===== config.mk =====
export PLATFORM = sky130hd
export DESIGN_NAME = integer_to_radix_ascii_unit
export DESIGN_NICKNAME = d
export VERILOG_FILES = /design/src/rtl/core/itra_pkg.sv /design/src/rtl/core/integer_to_radix_ascii_unit.sv /design/src/rtl/core/itra_front.sv /design/src/rtl/core/itra_queue.sv /design/src/rtl/core/itra_div.sv /design/src/rtl/core/itra_back.sv
export SDC_FILE = /design/constraint.sdc
export NUM_CORES = 1
export LEC_CHECK = 0
export ABC_AREA = 0
export BUFFER_PORTS_ARGS = -buffer_cell sky130_fd_sc_hd__buf_2
export CORE_UTILIZATION = 45
export DETAILED_ROUTE_END_ITERATION = 6
export PLACE_DENSITY = 0.72
export SYNTH_ARGS = -nofsm -noshare
export SYNTH_HDL_FRONTEND = slang
export SYNTH_SLANG_ARGS = --single-unit

===== constraint.sdc =====
create_clock -name clk -period 5.8 [get_ports clk]
set_input_delay 1.45 -clock clk [delete_from_list [all_inputs] [get_ports clk]]
set_output_delay 1.45 -clock clk [all_outputs]
set_load 0.005 [all_outputs]

===== src/rtl/core/itra_pkg.sv =====
// ----------------------------------------------------------------------------
// itra_pkg
// Shared types, constants and the digit-to-ASCII map for the radix ASCII
// converter.
// ----------------------------------------------------------------------------
package itra_pkg;

    // Fixed field widths
    localparam int VALUE_W    = 16;
    localparam int RADIX_W    = 8;
    localparam int CHAR_W     = 8;
    localparam int BASE_W     = 5;   // holds a valid radix, 2 to 16
    localparam int DIGIT_W    = 4;

    // Radix limits
    localparam logic [RADIX_W-1:0] RADIX_MIN   = 8'd2;
    localparam logic [RADIX_W-1:0] RADIX_MAX   = 8'd16;
    localparam logic [RADIX_W-1:0] RADIX_RESET = 8'd10;

    // Character sent with an invalid radix
    localparam logic [CHAR_W-1:0] INVALID_CHAR = 8'h00;

    // Front-to-back queue (depth must be a power of two)
    localparam int QUEUE_DEPTH = 2;
    localparam int QUEUE_AW    = $clog2(QUEUE_DEPTH);
    localparam int QUEUE_CW    = $clog2(QUEUE_DEPTH + 1);

    // Classification made by the front end
    typedef enum logic [1:0] {
        KIND_NORMAL,
        KIND_ZERO,
        KIND_INVALID
    } item_kind_t;

    // One queued conversion job
    typedef struct packed {
        item_kind_t          kind;
        logic [BASE_W-1:0]   base;
        logic [VALUE_W-1:0]  value;
    } item_t;

    // Digit 0..15 to '0'..'9', 'A'..'F'
    function automatic logic [CHAR_W-1:0] digit_ascii(input logic [DIGIT_W-1:0] d);
        logic [CHAR_W-1:0] c;
        case (d)
            4'd0:    c = 8'h30;
            4'd1:    c = 8'h31;
            4'd2:    c = 8'h32;
            4'd3:    c = 8'h33;
            4'd4:    c = 8'h34;
            4'd5:    c = 8'h35;
            4'd6:    c = 8'h36;
            4'd7:    c = 8'h37;
            4'd8:    c = 8'h38;
            4'd9:    c = 8'h39;
            4'd10:   c = 8'h41;
            4'd11:   c = 8'h42;
            4'd12:   c = 8'h43;
            4'd13:   c = 8'h44;
            4'd14:   c = 8'h45;
            default: c = 8'h46;
        endcase
        return c;
    endfunction

endpackage


===== src/rtl/core/integer_to_radix_ascii_unit.sv =====
// ----------------------------------------------------------------------------
// integer_to_radix_ascii_unit
// Converts an unsigned value to ASCII digits in a radix of 2 to 16, most
// significant digit first, last digit marked.
//
// Channel   Dir  Signals                       Content
// cfg       in   cfg_wr_en, cfg_wr_data        radix register (reset 10)
// s_axis    in   tvalid, tready, tdata[15:0]   value
// m_axis    out  tvalid, tready, tdata[7:0]    digit_char; tlast last_digit;
//                                              tuser invalid_radix
//
// Each digit costs one pass through the shared divider (four quotient bits
// per cycle); the job is taken from the queue first, and the buffered digits
// are sent after the last division.
// Zero and invalid-radix jobs skip the divider and give one transaction.
// A two-entry job queue lets inputs be taken while a conversion runs.
// Output stalls hold the engine only; reset is asynchronous, active low.
// ----------------------------------------------------------------------------
module integer_to_radix_ascii_unit
    import itra_pkg::*;
#(
    parameter int VALUE_BITS = 16
)
(
    input  logic               clk,
    input  logic               rst_n,
    input  logic               cfg_wr_en,
    input  logic [RADIX_W-1:0] cfg_wr_data,    // [7:0] radix
    input  logic               s_axis_tvalid,
    output logic               s_axis_tready,
    input  logic [VALUE_W-1:0] s_axis_tdata,   // [15:0] value
    output logic               m_axis_tvalid,
    input  logic               m_axis_tready,
    output logic [CHAR_W-1:0]  m_axis_tdata,   // [7:0] digit_char
    output logic               m_axis_tlast,   // last_digit
    output logic               m_axis_tuser    // invalid_radix
);

    localparam int DW = (VALUE_BITS < VALUE_W) ? VALUE_BITS : VALUE_W;

    logic               q_wr_valid;
    logic               q_wr_ready;
    item_t              q_wr_item;
    logic               q_rd_valid;
    logic               q_rd_ready;
    item_t              q_rd_item;
    logic               div_start;
    logic [DW-1:0]      div_dividend;
    logic [BASE_W-1:0]  div_divisor;
    logic               div_done;
    logic [DW-1:0]      div_quotient;
    logic [DIGIT_W-1:0] div_remainder;

    // Front end: radix register and job classification
    itra_front #(
        .DW (DW)
    ) u_front (
        .clk           (clk),
        .rst_n         (rst_n),
        .cfg_wr_en     (cfg_wr_en),
        .cfg_wr_data   (cfg_wr_data),
        .s_axis_tvalid (s_axis_tvalid),
        .s_axis_tready (s_axis_tready),
        .s_axis_tdata  (s_axis_tdata),
        .q_wr_valid    (q_wr_valid),
        .q_wr_ready    (q_wr_ready),
        .q_wr_item     (q_wr_item)
    );

    // Job queue
    itra_queue u_queue (
        .clk      (clk),
        .rst_n    (rst_n),
        .wr_valid (q_wr_valid),
        .wr_ready (q_wr_ready),
        .wr_item  (q_wr_item),
        .rd_valid (q_rd_valid),
        .rd_ready (q_rd_ready),
        .rd_item  (q_rd_item)
    );

    // Shared divider
    itra_div #(
        .DW (DW)
    ) u_div (
        .clk       (clk),
        .rst_n     (rst_n),
        .start     (div_start),
        .dividend  (div_dividend),
        .divisor   (div_divisor),
        .done      (div_done),
        .quotient  (div_quotient),
        .remainder (div_remainder)
    );

    // Conversion engine and output register
    itra_back #(
        .DW (DW)
    ) u_back (
        .clk           (clk),
        .rst_n         (rst_n),
        .q_rd_valid    (q_rd_valid),
        .q_rd_ready    (q_rd_ready),
        .q_rd_item     (q_rd_item),
        .div_start     (div_start),
        .div_dividend  (div_dividend),
        .div_divisor   (div_divisor),
        .div_done      (div_done),
        .div_quotient  (div_quotient),
        .div_remainder (div_remainder),
        .m_axis_tvalid (m_axis_tvalid),
        .m_axis_tready (m_axis_tready),
        .m_axis_tdata  (m_axis_tdata),
        .m_axis_tlast  (m_axis_tlast),
        .m_axis_tuser  (m_axis_tuser)
    );

`ifndef SYNTHESIS
    // Invalid radix gives a single zero character with the last mark
    assert property (@(posedge clk) disable iff (!rst_n)
        m_axis_tvalid && m_axis_tuser |-> m_axis_tlast && m_axis_tdata == INVALID_CHAR)
        else $error("invalid-radix transaction malformed");

    // A valid digit is always a hex character
    assert property (@(posedge clk) disable iff (!rst_n)
        m_axis_tvalid && !m_axis_tuser |->
            (m_axis_tdata >= 8'h30 && m_axis_tdata <= 8'h39) ||
            (m_axis_tdata >= 8'h41 && m_axis_tdata <= 8'h46))
        else $error("digit character out of range");

    // The divider never finishes in the cycle right after a start
    assert property (@(posedge clk) disable iff (!rst_n)
        div_start |=> !div_done)
        else $error("divider done too early");
`endif

endmodule


===== src/rtl/core/itra_front.sv =====
// ----------------------------------------------------------------------------
// itra_front
// Holds the radix register, accepts input transactions, masks the value and
// classifies each job as normal, zero or invalid radix.
// ----------------------------------------------------------------------------
module itra_front
    import itra_pkg::*;
#(
    parameter int DW = 16
)
(
    input  logic               clk,
    input  logic               rst_n,
    input  logic               cfg_wr_en,
    input  logic [RADIX_W-1:0] cfg_wr_data,
    input  logic               s_axis_tvalid,
    output logic               s_axis_tready,
    input  logic [VALUE_W-1:0] s_axis_tdata,     // [15:0] value
    output logic               q_wr_valid,
    input  logic               q_wr_ready,
    output item_t              q_wr_item
);

    logic [RADIX_W-1:0] radix_reg;
    logic [VALUE_W-1:0] value_masked;
    logic               radix_bad;

    // Radix register
    always_ff @(posedge clk or negedge rst_n)
    begin
        if (!rst_n)
        begin
            radix_reg <= RADIX_RESET;
        end
        else if (cfg_wr_en)
        begin
            radix_reg <= cfg_wr_data;
        end
    end

    // Mask and classify
    always_comb
    begin
        value_masked = VALUE_W'(s_axis_tdata[DW-1:0]);
        radix_bad    = (radix_reg < RADIX_MIN) || (radix_reg > RADIX_MAX);

        q_wr_item.value = value_masked;
        q_wr_item.base  = radix_reg[BASE_W-1:0];
        if (radix_bad)
        begin
            q_wr_item.kind = KIND_INVALID;
        end
        else if (value_masked == '0)
        begin
            q_wr_item.kind = KIND_ZERO;
        end
        else
        begin
            q_wr_item.kind = KIND_NORMAL;
        end
    end

    assign q_wr_valid    = s_axis_tvalid;
    assign s_axis_tready = q_wr_ready;

endmodule


===== src/rtl/core/itra_queue.sv =====
// ----------------------------------------------------------------------------
// itra_queue
// Short job queue between the front end and the conversion engine.
// ----------------------------------------------------------------------------
module itra_queue
    import itra_pkg::*;
(
    input  logic  clk,
    input  logic  rst_n,
    input  logic  wr_valid,
    output logic  wr_ready,
    input  item_t wr_item,
    output logic  rd_valid,
    input  logic  rd_ready,
    output item_t rd_item
);

    item_t                slot_reg [QUEUE_DEPTH];
    logic [QUEUE_AW-1:0]  wr_ptr_reg;
    logic [QUEUE_AW-1:0]  rd_ptr_reg;
    logic [QUEUE_CW-1:0]  count_reg;
    logic                 push;
    logic                 pop;

    assign wr_ready = (count_reg != QUEUE_CW'(QUEUE_DEPTH));
    assign rd_valid = (count_reg != '0);
    assign rd_item  = slot_reg[rd_ptr_reg];
    assign push     = wr_valid && wr_ready;
    assign pop      = rd_valid && rd_ready;

    // Pointers and fill level
    always_ff @(posedge clk or negedge rst_n)
    begin
        if (!rst_n)
        begin
            wr_ptr_reg <= '0;
            rd_ptr_reg <= '0;
            count_reg  <= '0;
        end
        else
        begin
            if (push)
            begin
                wr_ptr_reg <= wr_ptr_reg + QUEUE_AW'(1);
            end
            if (pop)
            begin
                rd_ptr_reg <= rd_ptr_reg + QUEUE_AW'(1);
            end
            if (push && !pop)
            begin
                count_reg <= count_reg + QUEUE_CW'(1);
            end
            else if (pop && !push)
            begin
                count_reg <= count_reg - QUEUE_CW'(1);
            end
        end
    end

    // Storage
    always_ff @(posedge clk)
    begin
        if (push)
        begin
            slot_reg[wr_ptr_reg] <= wr_item;
        end
    end

endmodule


===== src/rtl/core/itra_div.sv =====
// ----------------------------------------------------------------------------
// itra_div
// Iterative restoring divider by a small radix, four quotient bits a cycle.
// ----------------------------------------------------------------------------
module itra_div
    import itra_pkg::*;
#(
    parameter int DW = 16
)
(
    input  logic               clk,
    input  logic               rst_n,
    input  logic               start,
    input  logic [DW-1:0]      dividend,
    input  logic [BASE_W-1:0]  divisor,
    output logic               done,
    output logic [DW-1:0]      quotient,
    output logic [DIGIT_W-1:0] remainder
);

    localparam int STEPS = 4;
    localparam int ITER  = (DW + STEPS - 1) / STEPS;
    localparam int PW    = ITER * STEPS;
    localparam int IW    = $clog2(ITER + 1);

    logic [PW-1:0]      work_reg;
    logic [DIGIT_W-1:0] rem_reg;
    logic [BASE_W-1:0]  divisor_reg;
    logic [IW-1:0]      iter_reg;
    logic               busy_reg;
    logic               done_reg;

    logic [PW-1:0]      work_next;
    logic [DIGIT_W-1:0] rem_next;

    // Four compare-and-subtract steps on the 5-bit partial remainder
    always_comb
    begin
        logic [BASE_W-1:0] r;
        logic [PW-1:0]     w;
        r = BASE_W'(rem_reg);
        w = work_reg;
        for (int i = 0; i < STEPS; i++)
        begin
            r = {r[DIGIT_W-1:0], w[PW-1]};
            w = {w[PW-2:0], 1'b0};
            if (r >= divisor_reg)
            begin
                r    = r - divisor_reg;
                w[0] = 1'b1;
            end
        end
        work_next = w;
        rem_next  = r[DIGIT_W-1:0];
    end

    // Sequencer
    always_ff @(posedge clk or negedge rst_n)
    begin
        if (!rst_n)
        begin
            work_reg    <= '0;
            rem_reg     <= '0;
            divisor_reg <= '0;
            iter_reg    <= '0;
            busy_reg    <= 1'b0;
            done_reg    <= 1'b0;
        end
        else
        begin
            // one-cycle pulse after the last iteration
            done_reg <= !start && busy_reg && (iter_reg == IW'(1));
            if (start)
            begin
                work_reg    <= PW'(dividend);
                rem_reg     <= '0;
                divisor_reg <= divisor;
                iter_reg    <= IW'(ITER);
                busy_reg    <= 1'b1;
            end
            else if (busy_reg)
            begin
                work_reg <= work_next;
                rem_reg  <= rem_next;
                iter_reg <= iter_reg - IW'(1);
                if (iter_reg == IW'(1))
                begin
                    busy_reg <= 1'b0;
                end
            end
        end
    end

    assign done      = done_reg;
    assign quotient  = work_reg[DW-1:0];
    assign remainder = rem_reg;

endmodule


===== src/rtl/core/itra_back.sv =====
// ----------------------------------------------------------------------------
// itra_back
// Conversion engine: takes jobs from the queue, peels digits off with the
// divider into a digit buffer, then sends them most significant first.
// ----------------------------------------------------------------------------
module itra_back
    import itra_pkg::*;
#(
    parameter int DW = 16
)
(
    input  logic               clk,
    input  logic               rst_n,
    input  logic               q_rd_valid,
    output logic               q_rd_ready,
    input  item_t              q_rd_item,
    output logic               div_start,
    output logic [DW-1:0]      div_dividend,
    output logic [BASE_W-1:0]  div_divisor,
    input  logic               div_done,
    input  logic [DW-1:0]      div_quotient,
    input  logic [DIGIT_W-1:0] div_remainder,
    output logic               m_axis_tvalid,
    input  logic               m_axis_tready,
    output logic [CHAR_W-1:0]  m_axis_tdata,
    output logic               m_axis_tlast,
    output logic               m_axis_tuser
);

    localparam int AW = $clog2(DW);
    localparam int CW = $clog2(DW + 1);

    typedef enum logic [1:0] {
        ST_IDLE,
        ST_DIV,
        ST_EMIT
    } state_t;

    state_t             state_reg;
    logic [DW-1:0]      val_reg;
    logic [BASE_W-1:0]  base_reg;
    logic [CW-1:0]      cnt_reg;
    logic               inv_reg;
    logic               start_reg;
    logic               out_valid_reg;
    logic [CHAR_W-1:0]  out_char_reg;
    logic               out_last_reg;
    logic               out_inv_reg;

    logic [DIGIT_W-1:0] digit_reg [DW];

    logic               out_free;
    logic [CW-1:0]      cnt_dec;
    logic [AW-1:0]      rd_idx;
    logic               buf_we;
    logic [AW-1:0]      buf_idx;
    logic [DIGIT_W-1:0] buf_data;

    assign out_free   = !out_valid_reg || m_axis_tready;
    assign cnt_dec    = cnt_reg - CW'(1);
    assign rd_idx     = cnt_dec[AW-1:0];
    assign q_rd_ready = (state_reg == ST_IDLE);

    // Digit buffer write: zero digit on a zero job, remainders while dividing
    always_comb
    begin
        buf_we   = 1'b0;
        buf_idx  = cnt_reg[AW-1:0];
        buf_data = div_remainder;
        if (state_reg == ST_IDLE && q_rd_valid && q_rd_item.kind == KIND_ZERO)
        begin
            buf_we   = 1'b1;
            buf_idx  = '0;
            buf_data = '0;
        end
        else if (state_reg == ST_DIV && div_done)
        begin
            buf_we = 1'b1;
        end
    end

    always_ff @(posedge clk)
    begin
        if (buf_we)
        begin
            digit_reg[buf_idx] <= buf_data;
        end
    end

    // Job sequencer and output register
    always_ff @(posedge clk or negedge rst_n)
    begin
        if (!rst_n)
        begin
            state_reg     <= ST_IDLE;
            val_reg       <= '0;
            base_reg      <= '0;
            cnt_reg       <= '0;
            inv_reg       <= 1'b0;
            start_reg     <= 1'b0;
            out_valid_reg <= 1'b0;
            out_char_reg  <= '0;
            out_last_reg  <= 1'b0;
            out_inv_reg   <= 1'b0;
        end
        else
        begin
            // divider start on a new normal job or a non-zero quotient
            start_reg <= (state_reg == ST_IDLE && q_rd_valid &&
                          q_rd_item.kind == KIND_NORMAL) ||
                         (state_reg == ST_DIV && div_done && div_quotient != '0);
            if (m_axis_tready && state_reg != ST_EMIT)
            begin
                out_valid_reg <= 1'b0;
            end

            case (state_reg)
                ST_IDLE:
                begin
                    if (q_rd_valid)
                    begin
                        case (q_rd_item.kind)
                            KIND_NORMAL:
                            begin
                                inv_reg   <= 1'b0;
                                cnt_reg   <= '0;
                                val_reg   <= q_rd_item.value[DW-1:0];
                                base_reg  <= q_rd_item.base;
                                state_reg <= ST_DIV;
                            end
                            KIND_ZERO:
                            begin
                                inv_reg   <= 1'b0;
                                cnt_reg   <= CW'(1);
                                state_reg <= ST_EMIT;
                            end
                            default:
                            begin
                                inv_reg   <= 1'b1;
                                cnt_reg   <= CW'(1);
                                state_reg <= ST_EMIT;
                            end
                        endcase
                    end
                end

                ST_DIV:
                begin
                    if (div_done)
                    begin
                        cnt_reg <= cnt_reg + CW'(1);
                        if (div_quotient == '0)
                        begin
                            state_reg <= ST_EMIT;
                        end
                        else
                        begin
                            val_reg <= div_quotient;
                        end
                    end
                end

                ST_EMIT:
                begin
                    if (out_free)
                    begin
                        out_valid_reg <= 1'b1;
                        out_char_reg  <= inv_reg ? INVALID_CHAR : digit_ascii(digit_reg[rd_idx]);
                        out_last_reg  <= (cnt_reg == CW'(1));
                        out_inv_reg   <= inv_reg;
                        cnt_reg       <= cnt_dec;
                        if (cnt_reg == CW'(1))
                        begin
                            state_reg <= ST_IDLE;
                        end
                    end
                end

                default:
                begin
                    state_reg <= ST_IDLE;
                end
            endcase
        end
    end

    assign div_start     = start_reg;
    assign div_dividend  = val_reg;
    assign div_divisor   = base_reg;
    assign m_axis_tvalid = out_valid_reg;
    assign m_axis_tdata  = out_char_reg;
    assign m_axis_tlast  = out_last_reg;
    assign m_axis_tuser  = out_inv_reg;

endmodule

==> impl_results.md <==
- Status: completed
- Crit path DAT: 5880 ps
- Synthesized area: 9020 sq um
- Yosys cell types: 66
- Root Buffer: clkbuf_16
- Largest net degree at the start of global routing: 52
- Crit Reg-Reg Endpoint: u_div.remainder[1]$_DFFE_PN0P_
- Slew Limit Headroom: 20.0%
- Sequential share of the synthesized area: 59.1%
- Synth top area share: 36.6%
- DRT Pass-1 Iters: 5
- Met2 usage: 28.4%
- Hold Path End: u_back.m_axis_tdata[3]$_DFFE_PN0P_
- Chip width: 144 microns
- Max Fclk: 181 MHz
- Share of layout cells above drive strength 1: 18.7%
- Reg2reg start: u_div.remainder[1]$_DFFE_PN0P_
- Period Utilization, post-route: 95.3%
- Max Cap Violations: 0
- Port Buffers: 39
- Detailed-route via count: 5629
- Vias in the first global route: 5471
- Rows: 51
- Total clock sinks: 191
- Number of enable flip-flop cells after synthesis: 110
- Dpl cell area: 9510 sq um
- Slowest stage cell, crit path: dfrtp_1
- Commonest cells after routing, fill and taps aside: 110 x edfxtp_1, 78 x dfrtp_1, 73 x nand2_1
- R2R Setup Slk: 270 ps
- Fill cell count: 1674
- WP data required: 6150 ps
- # diodes: 0
- Worst-Margin Slew: 1200 ps
- Detail Route Antenna Nets: 0
- DP HPWL: 11.8 mm
- Max FO, Critical Path: 6
- Core ar.: 19500 sq um
- Via density: 5.42
- Synth-to-Final Area Change: 13.3%
- R2R cell count: 25
- Hold Violations, Final: 0
- Top FF cell, synth: edfxtp_1
- Max Slew Vio Count: 0
- Ports: 41
- Htree depth: 4
- Initial core utilization: 46.2%
- Final Critical Period: 5530 ps
- Die ar.: 20600 sq um
- Startpoint Class: flop
- Placer Congestion: 0.836
- Critical setup path kind: flop to flop
- DR DRC count: 0
- Number of synthesized register bits: 191
- Ys async rst share: 42.4%
- Clk_skew: 10.5 ps
- Initial antenna violation count: 0
- WL per Instance: 16.6 microns
- Met3 Usage GRT: 3.53%
- Clk_lat worst skew: 430 ps
- Clk buf depth: 2
- Total Routing Usage GR: 17.9%
- Most used cell, CP: a21o_1
- Post-route cell area: 10200 sq um
- Crit. Startpoint: u_div.remainder[1]$_DFFE_PN0P_
- GRT overflow: 0
- M1 GR Usage: 24.5%
- Syn Inst Count: 714
- Bufs and invs on worst path: 4
- CTS tree: done
- Synth Net Count: 779
- Final Net Count: 826
- Synth top area cells: edfxtp_1 37%, dfrtp_1 22%, mux2i_1 4.9%
- CTS buffer count: 17
- Max reg flops: 64
- Syn avg cell area: 12.6 sq um
- First-pass GRT wire length: 27.8 mm
- Cell count after placement: 1001
- DIE HEIGHT: 144 microns
- Critical Path End Type: flop
- Final hold slack: 480 ps
- Top delay family on crit path: compound AO/OA/AOI/OAI gates
- Final setup violating endpoints: 0
- Synth warnings: 0
- Hold Startpoint: u_back.m_axis_tdata[3]$_DFFE_PN0P_
- GR peak layer: met2
- Clk slew on worst S/H paths: 70 ps
- Synth area leader: edfxtp_1
- WHS Path Cells: 2
- Final Non-Filler Cells: 1039
- Commonest non-fill, non-tap cell in the layout: edfxtp_1
- # hold bufs at CTS: 0
- Hold Crit Class: flop to flop
- First DRT Iteration DRCs: 383
- Routed WL: 17.3 mm
- Crit-path max cell delay: 450 ps
repair_timing:
item,in CTS,in global routing
endpoints found under the hold margin,0,0
endpoints found under the setup margin,2,4
setup buffers,1,5
pin swaps,0,2
resized for setup,2,7
metrics by stage:
step	util, %	worst slack (ps)	TNS [ps]
floorplan	-	160	0
global placement	48.7	146	0
detailed placement	48.7	-73.5	-73.5
CTS	52.0	12.6	0
global route	52.4	-21.6	-21.6
finish	52.4	271	0
layout make-up:
| class | instances | area [sq um] | share of cell area, % |
|---|---|---|---|
| flip-flops and latches | 191 | 5330 | 52.2 |
| multi-input cells | 455 | 3440 | 33.6 |
| clock buffers | 17 | 425 | 4.16 |
| repair buffers | 61 | 363 | 3.55 |
| well taps | 265 | 332 | 3.24 |
| clock inverters | 15 | 201 | 1.97 |
| inverters | 35 | 131 | 1.29 |
routing by layer:
layer  up-vias  share of wire (%)  wire (microns)
li1       2711                  -               -
met1      2764                 47            8090
met2       129                 48            8250
met3        25                3.8             654
met4         0                1.6             281
met5         -                  0               0
cell usage after synthesis (all sizes together) (2+ instances only):
cell     number
nor2         45
nand2b       10
or4           2
clkbuf       24
xnor2        11
nor4          9
o2bb2ai       2
o22ai         3
nand4         4
mux4         16
o31ai         4
ha           32
mux2i        45
mux2         20
edfxtp      110
o211ai        2
a21oi        36
nand2        73
a22o          2
nor2b         8
dfrtp        79
o21ai        57
a211oi        7
buf           9
a31o          3
xor2          6
inv          35
dfstp         2
a32o          2
a21o         13
fa            4
nand3         7
and3          3
nor3          9
worst min-delay path, stage by stage (launching register included):
cell	delay, ps
dfrtp_1	340
nand2_1	50
o21ai_0	60
cell families (layout without fill, tap and decap cells):
| family | Yosys count | count (layout) | synth area share [%] |
|---|---|---|---|
| simple gates | 175 | 175 | 8.81 |
| xor+xnor | 17 | 17 | 1.94 |
| compound gates | 145 | 145 | 9.89 |
| flops | 191 | 191 | 59.1 |
| fa+ha+maj | 36 | 36 | 5.33 |
| other cells | 1 | 1 | 0.0416 |
| buf+inv | 68 | 128 | 3.25 |
| mux | 81 | 81 | 11.6 |
worst max-delay path by stage:
| stage | endpoint | slack (ps) | cells after the start |
|---|---|---|---|
| 2_1_floorplan | u_div.remainder[0]$_DFFE_PN0P_ | 160 | 26 |
| 3_3_place_gp | u_div.remainder[0]$_DFFE_PN0P_ | 150 | 26 |
| 3_5_place_dp | u_div.remainder[0]$_DFFE_PN0P_ | -70 | 25 |
| 4_1_cts | u_div.remainder[0]$_DFFE_PN0P_ | 10 | 25 |
| 5_1_grt | u_div.remainder[1]$_DFFE_PN0P_ | -20 | 27 |
| 6_report | u_div.remainder[1]$_DFFE_PN0P_ | 270 | 25 |
Power is not shown: default switching activity piles up to over one toggle a cycle in this logic, so the estimate is an artifact.
